File: config.mk
export PLATFORM = sky130hd
export DESIGN_NAME = rcfs_isqrt
export DESIGN_NICKNAME = d
export VERILOG_FILES = /design/src/rtl/rcfs_pkg.sv /design/src/rtl/rcfs_isqrt.sv
export SDC_FILE = /design/constraint.sdc
export NUM_CORES = 2
export LEC_CHECK = 0
export BUFFER_PORTS_ARGS = -buffer_cell sky130_fd_sc_hd__buf_2
export CAP_MARGIN = 20
export CORE_MARGIN = 8
export CORE_UTILIZATION = 46
export CTS_CLUSTER_SIZE = 10
export DETAILED_ROUTE_END_ITERATION = 6
export PLACE_DENSITY = 0.6
export SLEW_MARGIN = 20
export SYNTH_ARGS = -nofsm -noshare
export SYNTH_HDL_FRONTEND = slang
export SYNTH_MEMORY_MAX_BITS = 65536
export SYNTH_SLANG_ARGS = --single-unit
File: constraint.sdc
create_clock -name clock -period 3.1 [get_ports clock]
set_clock_uncertainty 0.2 [all_clocks]
set_input_delay 0.31 -clock clock [delete_from_list [all_inputs] [get_ports clock]]
set_output_delay 0.31 -clock clock [all_outputs]
set_load 0.01 [all_outputs]
File: src/rtl/rcfs_pkg.sv
// Shared types, constants and a helper function for the rectangle corner generator.
`default_nettype none

package rcfs_pkg;

   localparam int unsigned SQ_STEPS   = 32;
   localparam int unsigned DIV_STEPS  = 32;
   localparam int unsigned CSR_ADDR_W = 3;
   localparam int unsigned NORM_MSB   = 29;

   localparam logic        CSR_IDX_EPSILON = 1'b0;
   localparam logic [15:0] EPSILON_RESET   = 16'd1;
   localparam logic [1:0]  ITEM_GAP        = 2'd3;
   localparam logic [1:0]  CORNER_LAST     = 2'd3;

   typedef enum logic [1:0] {
      STATUS_OK       = 2'd0,
      STATUS_COINCIDE = 2'd1,
      STATUS_SMALL    = 2'd2,
      STATUS_VERTICAL = 2'd3
   } status_type;

   typedef struct packed {
      logic signed [31:0] from_x;
      logic signed [31:0] from_y;
      logic signed [31:0] from_z;
      logic signed [31:0] to_x;
      logic signed [31:0] to_y;
      logic signed [31:0] to_z;
      logic [30:0]        rect_width;
      logic [30:0]        rect_length;
   } req_type;

   typedef struct packed {
      logic [1:0]         corner_index;
      logic signed [31:0] corner_x;
      logic signed [31:0] corner_y;
      logic signed [31:0] corner_z;
      logic [1:0]         status;
      logic               last;
   } rsp_type;

   // One finished rectangle, handed to the corner sequencer.
   typedef struct packed {
      logic signed [31:0] c_x;
      logic signed [31:0] c_y;
      logic signed [31:0] c_z;
      logic signed [31:0] u_x;
      logic signed [31:0] u_y;
      logic signed [31:0] u_z;
      logic signed [31:0] p_x;
      logic signed [31:0] p_y;
      logic               first;
      status_type         status;
   } item_type;

   // c +/- u +/- p with saturation to 32 bits
   function automatic logic signed [31:0] corner_coord(input logic signed [31:0] c,
                                                        input logic signed [31:0] u,
                                                        input logic signed [31:0] p,
                                                        input logic neg_u,
                                                        input logic neg_p);
      logic signed [33:0] cw;
      logic signed [33:0] uw;
      logic signed [33:0] pw;
      logic signed [33:0] sum;
      cw  = 34'(c);
      uw  = neg_u ? -34'(u) : 34'(u);
      pw  = neg_p ? -34'(p) : 34'(p);
      sum = cw + uw + pw;
      if ((sum[33:31] == 3'b000) || (sum[33:31] == 3'b111)) begin
         return sum[31:0];
      end else if (sum[33]) begin
         return 32'sh8000_0000;
      end else begin
         return 32'sh7FFF_FFFF;
      end
   endfunction

endpackage

`default_nettype wire

File: src/rtl/rcfs_isqrt.sv
// Pipelined integer square root, one result bit per stage.
`default_nettype none

module rcfs_isqrt (
   input  logic        clock,
   input  logic        reset,
   input  logic        in_vld,
   input  logic [63:0] in_val,
   output logic        out_vld,
   output logic [31:0] out_root
);
   import rcfs_pkg::*;

   logic [63:0] v_ff   [SQ_STEPS];
   logic [63:0] r_ff   [SQ_STEPS];
   logic        vld_ff [SQ_STEPS];

   for (genvar s = 0; s < SQ_STEPS; s++) begin : g_step
      localparam logic [63:0] BIT = 64'(1) << (2 * (SQ_STEPS - 1 - s));
      logic [63:0] v_src;
      logic [63:0] r_src;
      logic        vld_src;
      logic [63:0] trial;
      logic [63:0] v_in;
      logic [63:0] r_in;

      if (s == 0) begin : g_first
         assign v_src   = in_val;
         assign r_src   = '0;
         assign vld_src = in_vld;
      end else begin : g_next
         assign v_src   = v_ff[s-1];
         assign r_src   = r_ff[s-1];
         assign vld_src = vld_ff[s-1];
      end

      always_comb begin
         trial = r_src + BIT;
         if (v_src >= trial) begin
            v_in = v_src - trial;
            r_in = (r_src >> 1) + BIT;
         end else begin
            v_in = v_src;
            r_in = r_src >> 1;
         end
      end

      always_ff @(posedge clock) begin
         if (reset) begin
            vld_ff[s] <= 1'b0;
         end else begin
            vld_ff[s] <= vld_src;
         end
         v_ff[s] <= v_in;
         r_ff[s] <= r_in;
      end
   end

   assign out_vld  = vld_ff[SQ_STEPS-1];
   assign out_root = r_ff[SQ_STEPS-1][31:0];

endmodule

`default_nettype wire

==> results.py <==
metrics = {
    "setup_path": {
        "slowest_delay_ps": 600,
        "cp.arrival_ps": 4540,
        "cpMaxStageDelayCell": "or4_4",
        "crit_buf_inv": 6,
        "critPathCaptureType": "register",
        "cp.required_ps": 3670,
        "reg2reg_setup_slack_ps": -870,
        "crit_chain": "inv_1 -> ha_4 -> nand4_1 -> or4_4 -> nor3_4 -> nand4_1 -> and4b_1 -> o2111a_1 -> inv_2 -> buf_8 -> buf_12 -> buf_12 -> nand3b_1 -> buf_4 -> xnor2_2",
        "path_max_fanout": 4,
        "start_kind": "register",
        "critPathTopFamily": "simple AND/OR/NAND/NOR gates",
        "critPathKind": "reg -> reg",
    },
    "sta": {
        "min_period_over_period": 1.279,
        "setup_tns_ps": -58090,
        "min_period_ps": 3966,
        "rsz0062_at_grt": "true",
        "finalSetupViolations": 205,
        "hold_viol": 0,
        "slew_headroom": 0.3151,
        "fmax_ghz": 0.2522,
        "fin_ws_ps": -865.7,
        "tightest_slew_ps": 1018,
        "final_max_slew_viol_count": 0,
    },
    "power_and_ir_drop": {
        "p_leak_uw": 0.05990,
        "ir_worst_vdd_mv": 0.6630,
        "p_total_uw": 113900,
        "powerDensity_mw_per_mm2": 865.1,
    },
    "routing": {
        "wl_per_cell_microns": 19.59,
        "firstDrtPassIters": 7,
        "route.detailed.drc": 1,
        "wirelength_microns": 290700,
        "wl_met3_microns": 12350,
        "num_vias": 78410,
        "wl_met1_microns": 132600,
        "met2_length_microns": 138600,
        "dr.first_iter.drc_count": 5165,
        "top_layer_used": "met5",
        "ant_nets": 0,
        "viasPerCell": 5.283,
    },
    "finish": {
        "seq_area_sq_mm": 0.05111,
        "n_fill_cell": 16920,
        "drive_above_1_share": 0.2894,
        "syn2layout_area_growth_pct": 36.12,
        "final_nets": 12590,
        "multiInputGateArea_sq_mm": 0.04905,
        "fin_util": 0.6287,
    },
    "yosys": {
        "synth_nets": 10410,
        "ys_types": 98,
        "synth_area_leader_cell": "dfxtp_1",
        "synthTopCellsByCount": "dfxtp_1 (2,544), inv_1 (687), nor2_1 (667)",
        "synth_area_leaders": "dfxtp_1 (53%), ha_1 (7.2%), xnor2_1 (4.3%), xor2_1 (3.8%), a21oi_1 (3.4%)",
        "synthCells": 9786,
        "synth_edf_count": 0,
        "syn_avg_cell_area_sq_um": 9.880,
        "synth_area_sq_mm": 0.09669,
        "ys_ff_latch": 2544,
        "synthArstFlopShare": 0,
        "yosys_warnings": 0,
        "synth-main-ff-cell": "dfxtp_1",
        "netlist.area_leader.share": 0.5267,
        "synth_most_common_cell": "dfxtp_1",
        "ys_seq_area_frac": 0.5267,
    },
    "clock_network": {
        "cts_buffers": 312,
        "clk_pin_slew_ps": 50,
        "cts_buffer_depth": 4,
        "cts_tree": "built",
        "clkSinkCount": 2544,
        "cts_max_level": 5,
        "clock_latency_ps": 940,
        "root_buffer": "clkbuf_16",
    },
    "floorplan": {
        "boundaryPins": 100,
        "coreArea_sq_mm": 0.2094,
        "start_util": 0.4618,
        "dieArea_sq_mm": 0.2251,
        "rows": 168,
        "die_w_microns": 474.5,
        "die_h_microns": 474.5,
    },
    "min_path": {
        "hold_class": "reg -> reg",
    },
    "global_routing": {
        "grt_antenna_before_repair": 18,
        "grt_pass1_vias": 78780,
        "overflow": 0,
        "grt_max_degree": 47,
        "track_usage": 0.2447,
        "grt_pass1_wl_microns": 441400,
    },
    "run_status": {
        "violations": "DRC, setup timing",
        "outcome": "finished, violations left",
    },
    "flow_run": {
        "maxCapViolations": 0,
    },
    "placement": {
        "port_buffers": 99,
        "dp_hpwl_microns": 217000,
        "routabilityCongestion": 0.9578,
    },
}
[stage by stage]
stage	std cells	instance area (sq um)	hold WS (ps)	setup slack [ps]
finish	14840	131600	123.9	-865.7
global route	14830	131600	129.1	-968.9
CTS	14770	127000	34.18	-860.5
detailed placement	14140	112700	134.8	-1196
global placement	14140	112700	134.5	-1227
floorplan	9786	96860	122.4	-46.98
[flip-flops by register name, summed over array words and instances, names as in the netlist]
| signal | count |
|---|---|
| r_ff | 528 |
| vld_ff | 32 |
| v_ff | 1984 |
[cell families after synthesis]
kind of cell               Yosys count  synth area share
buffers and inverters              905           0.03560
muxes                               79          0.009046
and+or+nand+nor                   2916            0.1553
AOI/OAI and AO/OA                 1891            0.1202
xor gates and xnor gates           893           0.08089
adders and majority gates          558           0.07221
DFF                               2544            0.5267
[cells in the final DEF, fill, tap and decap left out, drive strengths merged, types with 333 or more instances in the layout]
cell type  Yosys  layout
o21ai        485     485
nand2        650     650
inv          693     698
nor4         333     333
xnor2        478     478
buf           40    1934
ha           558     558
a21oi        652     652
clkbuf       172     371
dfxtp       2544    2544
nor2         670     670
xor2         415     415
[report_power, final]
| group | leakage [uW] | internal [uW] | switching, uW |
|---|---|---|---|
| clock network | 0.00417 | 18800 | 12700 |
| logic | 0.0345 | 17500 | 17700 |
| registers | 0.0213 | 40100 | 6990 |
| total | 0.0599 | 76500 | 37400 |
[path summary, 6_finish.rpt]
path                                to            startpoint  cells past startpoint
setup reg to reg  v_ff[1][808]$_DFF_P_  r_ff[1][732]$_DFF_P_                     15
hold reg to reg   r_ff[1][924]$_DFF_P_  r_ff[1][861]$_DFF_P_                      0
setup / recovery  v_ff[1][808]$_DFF_P_  r_ff[1][732]$_DFF_P_                     15
hold / removal    r_ff[1][924]$_DFF_P_  r_ff[1][861]$_DFF_P_                      0
[worst register-to-register path, stage by stage, from the launching register on]
cell and delay (ps):
dfxtp_2 330, inv_1 60, ha_4 260, nand4_1 150, or4_4 600, nor3_4 330
nand4_1 480, and4b_1 440, o2111a_1 170, inv_2 80, buf_8 110, buf_12 110
buf_12 110, nand3b_1 130, buf_4 180, xnor2_2 130
[layer usage]
layer  track usage  vias up
met4       0.06083        6
met1        0.3303    37800
met2        0.4166     1734
met3       0.03223      517
li1              -    38350
met5             0        -
[area by class of cell]
type / instances / area share
diodes: 7 / 0.0001331
clock buffers: 365 / 0.06287
clock inverters: 15 / 0.001616
inverters: 693 / 0.02001
multi-input cells: 6338 / 0.3727
flip-flops and latches: 2544 / 0.3883
well taps: 2805 / 0.02667
repair buffers: 2073 / 0.1277
[repair_timing]
item | CTS | global route
hold buffers | 133 | 0
resized for setup | 767 | 842
setup endpoints to repair | 639 | 670
gates cloned | 14 | 10
hold endpoints to repair | 97 | 0
setup buffers | 110 | 90
pin swaps | 245 | 287
No activity file was read; power rests on OpenSTA's default activity.
