## config.mk

```make
export PLATFORM = sky130hd
export DESIGN_NAME = rcfs_div
export DESIGN_NICKNAME = d
export VERILOG_FILES = /design/src/rtl/rcfs_pkg.sv /design/src/rtl/rcfs_div.sv
export SDC_FILE = /design/constraint.sdc
export NUM_CORES = 2
export LEC_CHECK = 0
export BUFFER_PORTS_ARGS = -buffer_cell sky130_fd_sc_hd__buf_2
export CORE_UTILIZATION = 63
export DETAILED_ROUTE_END_ITERATION = 12
export PLACE_DENSITY = 0.79
export SLEW_MARGIN = 0
export SYNTH_ARGS = -nofsm -noshare
export SYNTH_HDL_FRONTEND = slang
export SYNTH_MEMORY_MAX_BITS = 65536
export SYNTH_SLANG_ARGS = --single-unit
```

## constraint.sdc

```tcl
create_clock -name clock -period 4.1 [get_ports clock]
set_input_delay 0.615 -clock clock [delete_from_list [all_inputs] [get_ports clock]]
set_output_delay 0.615 -clock clock [all_outputs]
set_load 0.01 [all_outputs]
```

## src/rtl/rcfs_pkg.sv

```systemverilog
// Shared types, constants and a helper function for the rectangle corner generator.
`default_nettype none

package rcfs_pkg;

   localparam int unsigned SQ_STEPS   = 32;
   localparam int unsigned DIV_STEPS  = 32;
   localparam int unsigned CSR_ADDR_W = 3;
   localparam int unsigned NORM_MSB   = 29;

   localparam logic        CSR_IDX_EPSILON = 1'b0;
   localparam logic [15:0] EPSILON_RESET   = 16'd1;
   localparam logic [1:0]  ITEM_GAP        = 2'd3;
   localparam logic [1:0]  CORNER_LAST     = 2'd3;

   typedef enum logic [1:0] {
      STATUS_OK       = 2'd0,
      STATUS_COINCIDE = 2'd1,
      STATUS_SMALL    = 2'd2,
      STATUS_VERTICAL = 2'd3
   } status_type;

   typedef struct packed {
      logic signed [31:0] from_x;
      logic signed [31:0] from_y;
      logic signed [31:0] from_z;
      logic signed [31:0] to_x;
      logic signed [31:0] to_y;
      logic signed [31:0] to_z;
      logic [30:0]        rect_width;
      logic [30:0]        rect_length;
   } req_type;

   typedef struct packed {
      logic [1:0]         corner_index;
      logic signed [31:0] corner_x;
      logic signed [31:0] corner_y;
      logic signed [31:0] corner_z;
      logic [1:0]         status;
      logic               last;
   } rsp_type;

   // One finished rectangle, handed to the corner sequencer.
   typedef struct packed {
      logic signed [31:0] c_x;
      logic signed [31:0] c_y;
      logic signed [31:0] c_z;
      logic signed [31:0] u_x;
      logic signed [31:0] u_y;
      logic signed [31:0] u_z;
      logic signed [31:0] p_x;
      logic signed [31:0] p_y;
      logic               first;
      status_type         status;
   } item_type;

   // c +/- u +/- p with saturation to 32 bits
   function automatic logic signed [31:0] corner_coord(input logic signed [31:0] c,
                                                        input logic signed [31:0] u,
                                                        input logic signed [31:0] p,
                                                        input logic neg_u,
                                                        input logic neg_p);
      logic signed [33:0] cw;
      logic signed [33:0] uw;
      logic signed [33:0] pw;
      logic signed [33:0] sum;
      cw  = 34'(c);
      uw  = neg_u ? -34'(u) : 34'(u);
      pw  = neg_p ? -34'(p) : 34'(p);
      sum = cw + uw + pw;
      if ((sum[33:31] == 3'b000) || (sum[33:31] == 3'b111)) begin
         return sum[31:0];
      end else if (sum[33]) begin
         return 32'sh8000_0000;
      end else begin
         return 32'sh7FFF_FFFF;
      end
   endfunction

endpackage

`default_nettype wire

```

## src/rtl/rcfs_div.sv

```systemverilog
// Pipelined restoring divider, 64 by 32 bits, one quotient bit per stage.
`default_nettype none

module rcfs_div (
   input  logic        clock,
   input  logic        reset,
   input  logic        in_vld,
   input  logic [63:0] in_num,
   input  logic [31:0] in_den,
   output logic        out_vld,
   output logic [31:0] out_quo
);
   import rcfs_pkg::*;

   logic [31:0] rem_ff [DIV_STEPS];
   logic [31:0] lo_ff  [DIV_STEPS];
   logic [31:0] quo_ff [DIV_STEPS];
   logic [31:0] den_ff [DIV_STEPS];
   logic        vld_ff [DIV_STEPS];

   for (genvar s = 0; s < DIV_STEPS; s++) begin : g_step
      logic [31:0] rem_src;
      logic [31:0] lo_src;
      logic [31:0] quo_src;
      logic [31:0] den_src;
      logic        vld_src;
      logic [32:0] trial;
      logic [31:0] rem_in;
      logic        bit_in;

      if (s == 0) begin : g_first
         // quotient fits 32 bits, so the upper half is already below the divisor
         assign rem_src = in_num[63:32];
         assign lo_src  = in_num[31:0];
         assign quo_src = '0;
         assign den_src = in_den;
         assign vld_src = in_vld;
      end else begin : g_next
         assign rem_src = rem_ff[s-1];
         assign lo_src  = lo_ff[s-1];
         assign quo_src = quo_ff[s-1];
         assign den_src = den_ff[s-1];
         assign vld_src = vld_ff[s-1];
      end

      always_comb begin
         trial = {rem_src, lo_src[31]};
         if (trial >= {1'b0, den_src}) begin
            rem_in = 32'(trial - {1'b0, den_src});
            bit_in = 1'b1;
         end else begin
            rem_in = trial[31:0];
            bit_in = 1'b0;
         end
      end

      always_ff @(posedge clock) begin
         if (reset) begin
            vld_ff[s] <= 1'b0;
         end else begin
            vld_ff[s] <= vld_src;
         end
         rem_ff[s] <= rem_in;
         lo_ff[s]  <= {lo_src[30:0], 1'b0};
         quo_ff[s] <= {quo_src[30:0], bit_in};
         den_ff[s] <= den_src;
      end
   end

   assign out_vld = vld_ff[DIV_STEPS-1];
   assign out_quo = quo_ff[DIV_STEPS-1];

endmodule

`default_nettype wire

```

==> results.cfg <==
[outcome]
outcome = completed

[global_routing]
grt.total_usage_pct = 31.7
grt_max_degree = 66
grt_antenna_before_repair = 16
grt_overflow_total = 0
grt_first_pass_wirelength_um = 516000
grt_pass1_vias = 93800

[critical_path]
critPathBufInv = 2
worst_path_most_repeated_cell = o21ai_1
r2r_slack_ns = 0.18
worstRegToRegCells = 12
critical_path_required_ns = 4.87
r2r_start = den_ff[6][4]
endpoint_kind = register
arrival_ns = 4.69
path_cells = inv_1 > ha_1 > nand2_1 > nor2_1 > o211ai_1 > a41oi_1 > a31oi_2 > o21ai_1 > a31o_2 > a31oi_4 > buf_12 > o21ai_1
critPathLaunchType = register
critical-path-slowest-cell = dfxtp_1
r2r_end = rem_ff[0][228]
max_stage_delay_ns = 0.67
path_delay_family = compound AO/OA/AOI/OAI gates
crit_path_max_fanout = 51
path_class = reg -> reg

[timing]
final_hold_viol_count = 0
period_share_pct = 95.6
clock.fmax_mhz = 255
worst_pin_slew_ns = 0.910
skew_ns = 0.0703
slew_headroom_pct = 38.6
final_max_slew_viol_count = 0
setup_violations = 0
grt_setup_unrepaired = false
finalCriticalPeriod_ns = 3.92

[synth]
synthAdderAreaFrac_pct = 10.6
synth.avg_cell_area_um2 = 9.60
yosysTopAreaCell = dfxtp_1
synth_edf_count = 0
synth-async-reset-ratio_pct = 0
synth_top_family_by_area = compound AO/OA/AOI/OAI gates
synth_fp_nets = 14400
synth-simple-area-share_pct = 10.9
yosys_register_bits = 3040
synth_area_mm2 = 0.127
synth_top_flop_cell = dfxtp_1
synth_compound_area_share_pct = 16.8
synthTopCellsByCount = 3040 x dfxtp_1, 1294 x inv_1, 1044 x nand2_1
synth_xor_xnor_area_share_pct = 5.53
synthCells = 13300
synth-seq-area-share_pct = 47.8
synth.area.top_cells = dfxtp_1 48%, ha_1 10%, inv_1 3.8%, a21oi_1 3.7%, o21ai_0 3.6%
synth_cell_types = 103
yosys_warnings = 0
synthMuxAreaShare_pct = 3.48
netlist.area_leader.share_pct = 47.8
yosys.cell_count.top_type = dfxtp_1

[die]
rows = 164
io_pins = 132
die-area_mm2 = 0.204
start_util_pct = 63.5
die_x_um = 451
die-height_um = 451
core_area_mm2 = 0.200

[place]
place_congestion = 1.00
port_buffers = 131
dp_hpwl_um = 249000
place_area_mm2 = 0.131

[clock_network]
htreeDepth = 5
cts_buffers = 313
cts_tree = built
cts-root-buf = clkbuf_16
clockBufferDepth = 4
cts.sinks = 3040
clkLatencyLatePin_ns = 0.95
cts.clk_slew.worst_paths_ns = 0.07

[pwr]
leakage_nw = 66.0
power_density_mw_per_mm2 = 955
ir_drop_mv = 1.10

[run]
maxCapViolations = 0

[layout]
final_nets = 14800
drive_above_1_share_pct = 8.91
fillers = 14700
syn2layout_area_growth_pct = 12.4
utilization_pct = 71.4
final_area_mm2 = 0.143

[routing]
drtPass1Iterations = 7
detailedRoute.firstIterationViolations = 7634
vias_per_cell = 5.78
routed_wl_um = 333000
vias = 95400
drtAntennaViolNets = 0
drcViolationCount = 0
wl_per_cell_um = 20.1

[min_path]
whs_path_depth = 3
hold-path-endpoint = rem_ff[0][27]
hp-start = in_num[58]
min_path_type = in -> reg
## per-layer routing
layer / track usage [%] / part of all wire, % / up-vias
met5: 0 / 0.034 / -
met4: 14.6 / 4.8 / 4
met3: 4.51 / 5.6 / 842
met2: 53.4 / 47 / 3131
met1: 40.1 / 42 / 45000
li1: - / - / 46400
## cell type report
cell class	count	area, um^2	area share (%)
clock inverter	110	1590	1.11
antenna	34	85.1	0.0595
timing repair buffer	365	2930	2.05
multi-input combinational	8591	60400	42.2
inverter	1297	4870	3.40
clock buffer	425	8990	6.29
sequential	3040	60900	42.6
tap	2656	3320	2.32
## layout by cell type, fill, tap and decap left out, types with 183 or more instances in the layout
cell type,count
a21o_1,489
a21oi_1,934
clkbuf_16,319
dfxtp_1,3039
ha_1,1024
inv_1,1294
mux2_2,326
nand2_1,1044
nand3_1,183
nand4_1,195
nor2_1,699
o21ai_0,905
xnor2_1,460
xor2_1,344
## worst register-to-register path, stage by stage, from the launching register on
cell and delay (ns):
dfxtp_1 0.67, inv_1 0.10, ha_1 0.37, nand2_1 0.07, nor2_1 0.26, o211ai_1 0.17, a41oi_1 0.44, a31oi_2 0.23
o21ai_1 0.31, a31o_2 0.29, a31oi_4 0.12, buf_12 0.21, o21ai_1 0.54
## flip-flops by register name, summed over array words and instances (netlist names)
name and cells:
quo_ff 528, vld_ff 32, rem_ff 992, lo_ff 496, den_ff 992
## kinds of logic (layout without fill, tap and decap cells)
group | count (synthesis) | count (layout)
xor gates and xnor gates | 804 | 804
adders and majority gates | 1055 | 1055
other | 0 | 34
and+or+nand+nor | 2938 | 2938
buffers and inverters | 1628 | 2197
AOI/OAI and AO/OA | 3395 | 3396
DFF | 3040 | 3040
muxes | 398 | 398
## how the worst max path moves through the flow
stage                  start  cells past startpoint             end
6_report        den_ff[6][4]                     12  rem_ff[0][228]
5_1_grt        den_ff[10][1]                     13  rem_ff[0][378]
4_1_cts        lo_ff[0][278]                     14  rem_ff[0][318]
3_5_place_dp    den_ff[6][1]                     12  rem_ff[0][224]
3_3_place_gp    den_ff[6][1]                     12  rem_ff[0][224]
2_1_floorplan  den_ff[24][1]                     12  rem_ff[1][291]
## metrics by stage
stage	hold slack (ns)	power, W	setup TNS, ns	instances	setup slack (ns)
global route	0.0206	0.145	0	16500	0.00532
finish	0.0563	0.137	0	16500	0.180
detailed placement	0.312	0.106	-0.312	15900	-0.129
global placement	0.309	0.104	-0.292	15900	-0.132
CTS	0.0165	0.136	0	16500	0.0806
floorplan	0.310	0.0888	0	13300	0.880
## report_power, final
part	internal, W	switching [W]	total, W
combinational	0.0273	0.0359	0.0632
sequential	0.0387	0.00551	0.0442
clock	0.0175	0.0116	0.0291
total	0.0835	0.0530	0.137
## timing repair
item                                   4_1_cts  5_1_grt
hold buffers                                95        0
endpoints found under the hold margin       95        0
gates resized for setup                      4        5
cloned                                       0        1
pin swaps                                    0        2
buffers inserted                             0        2
setup endpoints to repair                    3       37
Power figures use the tool's default switching activity.
