## src/rtl/rcfs_pkg.sv

```systemverilog
// Shared types, constants and a helper function for the rectangle corner generator.
`default_nettype none

package rcfs_pkg;

   localparam int unsigned SQ_STEPS   = 32;
   localparam int unsigned DIV_STEPS  = 32;
   localparam int unsigned CSR_ADDR_W = 3;
   localparam int unsigned NORM_MSB   = 29;

   localparam logic        CSR_IDX_EPSILON = 1'b0;
   localparam logic [15:0] EPSILON_RESET   = 16'd1;
   localparam logic [1:0]  ITEM_GAP        = 2'd3;
   localparam logic [1:0]  CORNER_LAST     = 2'd3;

   typedef enum logic [1:0] {
      STATUS_OK       = 2'd0,
      STATUS_COINCIDE = 2'd1,
      STATUS_SMALL    = 2'd2,
      STATUS_VERTICAL = 2'd3
   } status_type;

   typedef struct packed {
      logic signed [31:0] from_x;
      logic signed [31:0] from_y;
      logic signed [31:0] from_z;
      logic signed [31:0] to_x;
      logic signed [31:0] to_y;
      logic signed [31:0] to_z;
      logic [30:0]        rect_width;
      logic [30:0]        rect_length;
   } req_type;

   typedef struct packed {
      logic [1:0]         corner_index;
      logic signed [31:0] corner_x;
      logic signed [31:0] corner_y;
      logic signed [31:0] corner_z;
      logic [1:0]         status;
      logic               last;
   } rsp_type;

   // One finished rectangle, handed to the corner sequencer.
   typedef struct packed {
      logic signed [31:0] c_x;
      logic signed [31:0] c_y;
      logic signed [31:0] c_z;
      logic signed [31:0] u_x;
      logic signed [31:0] u_y;
      logic signed [31:0] u_z;
      logic signed [31:0] p_x;
      logic signed [31:0] p_y;
      logic               first;
      status_type         status;
   } item_type;

   // c +/- u +/- p with saturation to 32 bits
   function automatic logic signed [31:0] corner_coord(input logic signed [31:0] c,
                                                        input logic signed [31:0] u,
                                                        input logic signed [31:0] p,
                                                        input logic neg_u,
                                                        input logic neg_p);
      logic signed [33:0] cw;
      logic signed [33:0] uw;
      logic signed [33:0] pw;
      logic signed [33:0] sum;
      cw  = 34'(c);
      uw  = neg_u ? -34'(u) : 34'(u);
      pw  = neg_p ? -34'(p) : 34'(p);
      sum = cw + uw + pw;
      if ((sum[33:31] == 3'b000) || (sum[33:31] == 3'b111)) begin
         return sum[31:0];
      end else if (sum[33]) begin
         return 32'sh8000_0000;
      end else begin
         return 32'sh7FFF_FFFF;
      end
   endfunction

endpackage

`default_nettype wire

```

## src/rtl/rcfs_emit.sv

```systemverilog
// Corner sequencer: turns one finished rectangle into its result transactions.
`default_nettype none

module rcfs_emit (
   input  logic              clock,
   input  logic              reset,
   input  logic              item_vld,
   input  rcfs_pkg::item_type item,
   output logic              rsp_valid,
   output rcfs_pkg::rsp_type rsp_data
);
   import rcfs_pkg::*;

   item_type   hold_ff, hold_in;
   logic       active_ff, active_in;
   logic [1:0] cnt_ff, cnt_in;
   logic       rsp_valid_ff, rsp_valid_in;
   rsp_type    rsp_ff, rsp_in;
   logic       neg_u;
   logic       neg_p;
   logic       outer;

   always_comb begin
      hold_in      = hold_ff;
      active_in    = active_ff;
      cnt_in       = cnt_ff;
      rsp_valid_in = 1'b0;
      rsp_in       = rsp_ff;
      neg_u        = (cnt_ff < 2'd2);
      outer        = (cnt_ff == 2'd0) || (cnt_ff == CORNER_LAST);
      neg_p        = hold_ff.first ? outer : !outer;

      if (active_ff) begin
         rsp_valid_in = 1'b1;
         rsp_in.status = hold_ff.status;
         if (hold_ff.status != STATUS_OK) begin
            rsp_in.corner_index = 2'd0;
            rsp_in.corner_x     = '0;
            rsp_in.corner_y     = '0;
            rsp_in.corner_z     = '0;
            rsp_in.last         = 1'b1;
            active_in           = 1'b0;
         end else begin
            rsp_in.corner_index = cnt_ff;
            rsp_in.corner_x = corner_coord(hold_ff.c_x, hold_ff.u_x, hold_ff.p_x, neg_u, neg_p);
            rsp_in.corner_y = corner_coord(hold_ff.c_y, hold_ff.u_y, hold_ff.p_y, neg_u, neg_p);
            rsp_in.corner_z = corner_coord(hold_ff.c_z, hold_ff.u_z, '0, neg_u, neg_p);
            rsp_in.last     = (cnt_ff == CORNER_LAST);
            cnt_in          = cnt_ff + 2'd1;
            if (cnt_ff == CORNER_LAST) begin
               active_in = 1'b0;
            end
         end
      end

      // busy spaces the items so that the last corner of the previous item is out by now
      if (item_vld) begin
         hold_in   = item;
         active_in = 1'b1;
         cnt_in    = 2'd0;
      end
   end

   always_ff @(posedge clock) begin
      if (reset) begin
         active_ff    <= 1'b0;
         cnt_ff       <= 2'd0;
         rsp_valid_ff <= 1'b0;
      end else begin
         active_ff    <= active_in;
         cnt_ff       <= cnt_in;
         rsp_valid_ff <= rsp_valid_in;
      end
      hold_ff <= hold_in;
      rsp_ff  <= rsp_in;
   end

   assign rsp_valid = rsp_valid_ff;
   assign rsp_data  = rsp_ff;

endmodule

`default_nettype wire

```

## config.mk

```make
export PLATFORM = sky130hd
export DESIGN_NAME = rcfs_emit
export DESIGN_NICKNAME = d
export VERILOG_FILES = /design/src/rtl/rcfs_pkg.sv /design/src/rtl/rcfs_emit.sv
export SDC_FILE = /design/constraint.sdc
export NUM_CORES = 1
export LEC_CHECK = 0
export ABC_AREA = 0
export ABC_CLOCK_PERIOD_IN_PS = 12400
export BUFFER_PORTS_ARGS = -buffer_cell sky130_fd_sc_hd__buf_4
export CORE_AREA = 2 2 215 217
export CTS_CLUSTER_DIAMETER = 200
export DETAILED_ROUTE_END_ITERATION = 10
export DIE_AREA = 0 0 217 219
export HOLD_SLACK_MARGIN = 0.15
export MAX_ROUTING_LAYER = met4
export PLACE_DENSITY = 0.72
export SETUP_SLACK_MARGIN = 0.5
export SLEW_MARGIN = 5
export SYNTH_ARGS = -nofsm -noshare
export SYNTH_HDL_FRONTEND = slang
export SYNTH_SLANG_ARGS = --single-unit
```

## constraint.sdc

```tcl
create_clock -name clock -period 12.4 [get_ports clock]
set_input_delay 1.24 -clock clock [delete_from_list [all_inputs] [get_ports clock]]
set_output_delay 1.24 -clock clock [all_outputs]
set_load 0.005 [all_outputs]
```

==> results of run 1 <==
## worst paths after layout
path              startpoint           end  slack (ps)
hold reg to reg   hold_ff[1]   rsp_data[2]         500
setup / recovery   cnt_ff[1]  rsp_data[70]        6030
hold / removal    hold_ff[1]   rsp_data[2]         500
setup reg to reg   cnt_ff[1]  rsp_data[70]        6030
## routing by layer
layer | wire length (µm) | vias up | share of wire [%]
met5 | 0 | - | 0
met4 | 1710 | 0 | 2.8
met3 | 4120 | 106 | 6.8
met2 | 30200 | 626 | 50
met1 | 24600 | 8080 | 41
li1 | - | 8051 | -
## stage by stage
step / setup slack, ps / power, µW
after floorplan: 7310 / 2900
after detailed placement: 5970 / 3460
after global placement: 6170 / 3430
after CTS: 5960 / 4650
final: 6030 / 4620
after global routing: 5320 / 4910
## cell type report
class / count / area [µm²] / area share, %
flip-flops and latches: 364 / 10900 / 40.2
multi-input cells: 1387 / 10400 / 38.5
repair buffers: 372 / 2800 / 10.3
clock buffers: 47 / 1050 / 3.87
inverters: 244 / 916 / 3.38
well taps: 600 / 751 / 2.77
clock inverters: 22 / 235 / 0.868
diodes: 6 / 15.0 / 0.0554
## logic make-up (layout without fill, tap and decap cells)
family | count (synthesis) | count (layout) | synth area share, %
other | 0 | 6 | 0
flip-flops | 364 | 364 | 48.5
buffers and inverters | 300 | 685 | 5.25
AO/OA/AOI/OAI | 538 | 538 | 15.1
XOR/XNOR | 246 | 246 | 9.62
AND/OR/NAND/NOR | 426 | 426 | 9.43
multiplexers | 5 | 5 | 0.234
adder cells (fa/ha/maj) | 172 | 172 | 11.9
## registers in the layout, summed over array words and instances, names as in the netlist
register,flops
cnt_ff,2
rsp_data,101
hold_ff,259
active_ff,1
rsp_valid,1
## cells in the final DEF (no fill, tap or decap), types with 41 or more instances in the layout
| cell type | synthesis | layout |
|---|---|---|
| nor3_1 | 56 | 56 |
| a21oi_1 | 186 | 186 |
| a21o_1 | 100 | 100 |
| o21ai_0 | 95 | 95 |
| nand2_1 | 81 | 81 |
| ha_1 | 103 | 103 |
| xnor2_1 | 158 | 157 |
| edfxtp_1 | 360 | 360 |
| buf_4 | 1 | 371 |
| fa_1 | 69 | 69 |
| nor2_1 | 130 | 130 |
| clkbuf_16 | 0 | 41 |
| inv_1 | 244 | 244 |
| xor2_1 | 87 | 86 |
## where the power goes
group	leakage [µW]	total, µW	switching [µW]	internal (µW)
logic	0.00743	1810	1030	784
registers	0.00355	1630	87.8	1540
clock network	0.000621	1180	489	690
==> run_results.csv, run 1 <==
group,metric,value,unit
synth,syn-cell-area,22500,µm²
detailed_routing,first_pass_iters,6,
critical_path,crit_path_cell_trace,"ha_1 > xnor2_2 > buf_4 > a21oi_1 > xnor2_1 > fa_1 > inv_1 > ha_1 > o211ai_1 > a21oi_1 > o21ai_0 > a21oi_1 > a221oi_1 > o21ai_0 > xnor2_1 > o211a_1 > a31o_2",
flow_run,drv_cap,0,
clock_network,root_buffer,"clkbuf_16",
power,powerDensity,171,nW/µm²
clock_network,cts_hold_buf,0,
power,ir_drop,0.156,mV
critical_path,worst_ep_required_time,12830,ps
cells_and_area,stdcell_area,27100,µm²
synth,ys_seq_area_share,48.5,%
synth,netlist-cell-type-count,76,
detailed_routing,wl_per_cell,20.0,µm
synth,yosysMostFrequentCell,"edfxtp_1",
sta,min_period,6370,ps
sta,fin_tns_setup,0,ps
die,dieArea,47500,µm²
synth,yosysTopAreaCell,"edfxtp_1",
status,outcome,"finished clean",
detailed_routing,vias,16900,
clock_network,clk_pin_slew_worst_paths,60,ps
critical_path,crit_top_cell,"a21oi_1",
place,placed_cells,2967,
die,initial_core_util,49.8,%
global_route,busiest_layer,"met2",
critical_path,worst_setup_path_start_kind,"register",
die,rows,78,
critical_path,critical_path_buf_inv_count,2,
synth,synth_edf_count,360,
sta,finalMaxSlewViolations,0,
sta,fmax,157,MHz
critical_path,arrival,6790,ps
global_route,grt_overflow,0,
synth,netlist.area_leader.share,48.1,%
global_route,grtUsageMet1,32.4,%
cells_and_area,num-nets-final,2843,
sta,worst_clock_skew,18.8,ps
global_route,antenna_found_initial,3,
sta,finalHoldViolations,0,
clock_network,ctsResizeCount,0,
critical_path,path_delay_family,"compound AO/OA/AOI/OAI gates",
cells_and_area,final_util,60.1,%
sta,rsz0062_at_grt,"no",
synth,ys_ff_latch,364,
detailed_routing,routed_wl,60700,µm
synth,synth_top_cells_by_area,"edfxtp_1, xnor2_1, fa_1",
critical_path,slowest_delay,830,ps
critical_path,rr_worst_depth,17,
hold_path,hold_path.class,"reg -> reg",
cells_and_area,nFillCells,3782,
clock_network,cts-buffers-inserted,40,
clock_network,htreeDepth,2,
place,hpwlAfterDp,47300,µm
global_route,grt_pass1_wl,91700,µm
synth,synth.net_count,2485,
critical_path,cp-end-kind,"register",
synth,synth_cells,2051,
sta,period_share,51.3,%
sta,maxSlewHeadroom,30.9,%
critical_path,cp.depth,17,
place,place.gp.congestion,0.940,
global_route,grt_use_met2,43.8,%
global_route,grt_max_degree,118,
place,place_area,25800,µm²
power,leakagePower,0.0116,µW
cells_and_area,drive_gt1_share,18.8,%
synth,yosys_warnings,0,
global_route,met3_usage,3.80,%
critical_path,cp_slowest_cell,"o211a_1",
global_route,grtUsageTotal,26.0,%
synth,synth_flop_cell,"edfxtp_1",
hold_path,hold_depth,0,
clock_network,post_cts_buffers,0,
cells_and_area,final_cells,3042,
detailed_routing,drt-vias-per-instance,5.54,
sta,holdWs,500,ps
detailed_routing,drtIter0Drc,1413,
die,coreArea,45100,µm²
place,port_buffers,363,
critical_path,path_max_fanout,52,
detailed_routing,postRouteAntennaNets,0,
die,die_h,219,µm
synth,synth-async-reset-ratio,0,%
clock_network,clk_path_buf_depth,3,
clock_network,insertion_delay,570,ps
sta,setup_violations,0,
die,die_w,217,µm
sta,worst_slew_pin_slew,1040,ps
detailed_routing,drc,0,
clock_network,clock_sinks,364,
die,pin_count,364,
cells_and_area,syn_to_final_growth,20.6,%
clock_network,cts_tree,"built",
global_route,grt_pass1_vias,16600,
critical_path,critical_path_class,"reg -> reg",
synth,avgSynthCellArea,11.0,µm²
synth,synth_common_cells,"edfxtp_1, inv_1, a21oi_1",
No activity file was read; power rests on OpenSTA's default activity.
==> run 2: changes to the inputs <==
- ABC_CLOCK_PERIOD_IN_PS: 12400 -> 5300
- PLACE_DENSITY: 0.72 -> 0.74
- clock period: 12.4 -> 5.3 ns (I/O delays scaled with it)
==> run_results.csv, run 2 (synthesis gave the netlist of run 1 again) <==
group,metric,value,unit
power,ir_drop,0.328,mV
global_route,grtUsageTotal,30.6,%
place,place_area,26400,µm²
power,intPower,8130,µW
critical_path,rr_worst_depth,20,
sta,min_period,5140,ps
place,hpwlAfterDp,47300,µm
sta,rsz0062_at_grt,"yes",
cells_and_area,final_common_cell,"buf_4",
die,dieArea,47500,µm²
clock_network,clk_pin_slew_worst_paths,60,ps
cells_and_area,seqCellArea,10900,µm²
sta,finalHoldViolations,0,
cells_and_area,final_util,72.9,%
critical_path,r2r-start,"hold_ff[133]",
critical_path,critical_path_buf_inv_count,3,
global_route,grt_max_degree,117,
critical_path,slowest_delay,560,ps
detailed_routing,routed_wl,75300,µm
power,power_switching,4520,µW
detailed_routing,wl_met2,36500,µm
critical_path,crit_path_cell_trace,"nor4_4 > nand2_2 > nor3_4 > and3b_2 > nand2b_4 > nor3_4 > buf_6 > a21oi_4 > xnor2_2 > fa_1 > inv_2 > ha_4 > a21o_1 > a2111o_1 > a31oi_4 > o31ai_4 > xor2_2 > o211a_4 > buf_8 > a31o_4",
power,switching_share,35.7,%
detailed_routing,postRouteAntennaNets,0,
clock_network,cts-buffers-inserted,40,
critical_path,cp_slowest_cell,"fa_1",
hold_path,min_to,"active_ff",
critical_path,critical_path_class,"reg -> reg",
cells_and_area,largest_register_ff_count,259,
place,port_buffers,363,
cells_and_area,largest_register,"hold_ff",
critical_path,r2r_setup_slack,160,ps
die,die_w,217,µm
power,p_clk_share,22.8,%
critical_path,path_max_fanout,5,
detailed_routing,wl_met3,5860,µm
sta,maxSlewHeadroom,41.1,%
clock_network,root_buffer,"clkbuf_16",
sta,worst_slew_pin_slew,884,ps
detailed_routing,first_pass_iters,8,
cells_and_area,num-nets-final,3269,
global_route,antenna_found_initial,1,
die,coreArea,45100,µm²
sta,worst_clock_skew,23.4,ps
detailed_routing,drtIter0Drc,1932,
die,die_h,219,µm
sta,setup_violations,0,
global_route,grt_overflow,0,
hold_path,hp-start,"reset",
power,seq_power_share,30.3,%
clock_network,cts_tree,"built",
detailed_routing,vias,19700,
power,combPwrFrac,46.9,%
power,leakagePower,0.0140,µW
detailed_routing,wl_per_cell,21.7,µm
critical_path,r2r_end,"rsp_data[70]",
flow_run,drv_cap,0,
clock_network,clk_path_buf_depth,3,
critical_path,cp-end-kind,"register",
cells_and_area,syn_to_final_growth,46.3,%
die,initial_core_util,49.8,%
detailed_routing,top_layer_used,"met4",
die,pin_count,364,
cells_and_area,most-common-layout-cells,"buf_4, edfxtp_1, dlygate4sd3_1",
critical_path,arrival,5460,ps
place,place_ws,-86.8,ps
sta,fmax,195,MHz
critical_path,path_delay_family,"compound AO/OA/AOI/OAI gates",
hold_path,hold_path.class,"in -> reg",
clock_network,clock_sinks,364,
sta,fin_tns_setup,0,ps
sta,period_share,97.0,%
sta,worst_slack,159,ps
cells_and_area,drive_gt1_share,29.3,%
critical_path,worst_ep_required_time,5610,ps
global_route,grt_pass1_wl,109000,µm
status,outcome,"finished clean",
power,powerDensity,385,nW/µm²
detailed_routing,drc,0,
global_route,grt_pass1_vias,19500,
detailed_routing,routedLengthMet1,29500,µm
clock_network,htreeDepth,2,
place,place.gp.congestion,0.954,
cells_and_area,multi_input_area,11900,µm²
critical_path,worst_setup_path_start_kind,"register",
critical_path,crit_top_cell,"nor3_4",
cells_and_area,nFillCells,2875,
clock_network,insertion_delay,570,ps
sta,finalMaxSlewViolations,0,
detailed_routing,drt-vias-per-instance,5.67,
die,rows,78,
cells_and_area,stdcell_area,32900,µm²
hold_path,hold_depth,2,
[run 2: changes by cell type in the layout (fill, tap and decap cells not counted), sizes merged]
cell         delta
a22o            +3
clkinv          -2
dlygate4sd3   +258
bufinv          +1
clkbuf          +6
diode           -2
buf           +162
[run 2: per-layer routing]
metal	vias to the layer above	global-route usage, %
met4	0	11.6
met2	1087	50.0
li1	8906	-
met3	230	4.74
met1	9449	38.5
met5	-	-
[run 2: area by class of cell]
| type | count | share of cell area [%] |
|---|---|---|
| Antenna cell | 4 | 0.0305 |
| Clock buffer | 50 | 3.26 |
| Clock inverter | 21 | 0.742 |
| Inverter | 244 | 2.79 |
| Multi-Input combinational cell | 1390 | 36.2 |
| Sequential cell | 364 | 33.2 |
| Tap cell | 600 | 2.28 |
| Timing Repair Buffer | 795 | 21.6 |
[run 2: worst max path at each step]
stage	to	startpoint	cells past startpoint
3_3_place_gp	rsp_data[70]	hold_ff[138]	19
4_1_cts	rsp_data[89]	hold_ff[51]	17
3_5_place_dp	rsp_data[70]	hold_ff[138]	19
5_1_grt	rsp_data[70]	hold_ff[133]	20
6_report	rsp_data[70]	hold_ff[133]	20
2_1_floorplan	rsp_data[50]	hold_ff[110]	21
[run 2: per-stage QoR]
stage	hold slack (ps)	instances	power (µW)
4_1_cts	156	3414	12000
2_1_floorplan	463	2051	6830
6_report	191	3468	12600
3_5_place_dp	499	3021	8330
5_1_grt	171	3465	13300
3_3_place_gp	497	3021	8260
[run 2: power by group through the flow]
stage | clock [µW] | combinational, µW | sequential [µW]
final | 2890 | 5920 | 3830
after global routing | 3030 | 6380 | 3850
after CTS | 2890 | 5260 | 3820
after detailed placement | 0 | 4450 | 3870
after global placement | 0 | 4390 | 3870
after floorplan | 0 | 3010 | 3820
[run 2: repair_timing]
action,4_1_cts,5_1_grt
setup endpoints to repair,94,94
endpoints found under the hold margin,258,0
hold buffers,258,0
pin swaps,17,99
resized for setup,121,207
cloned,12,5
buffers inserted,52,45
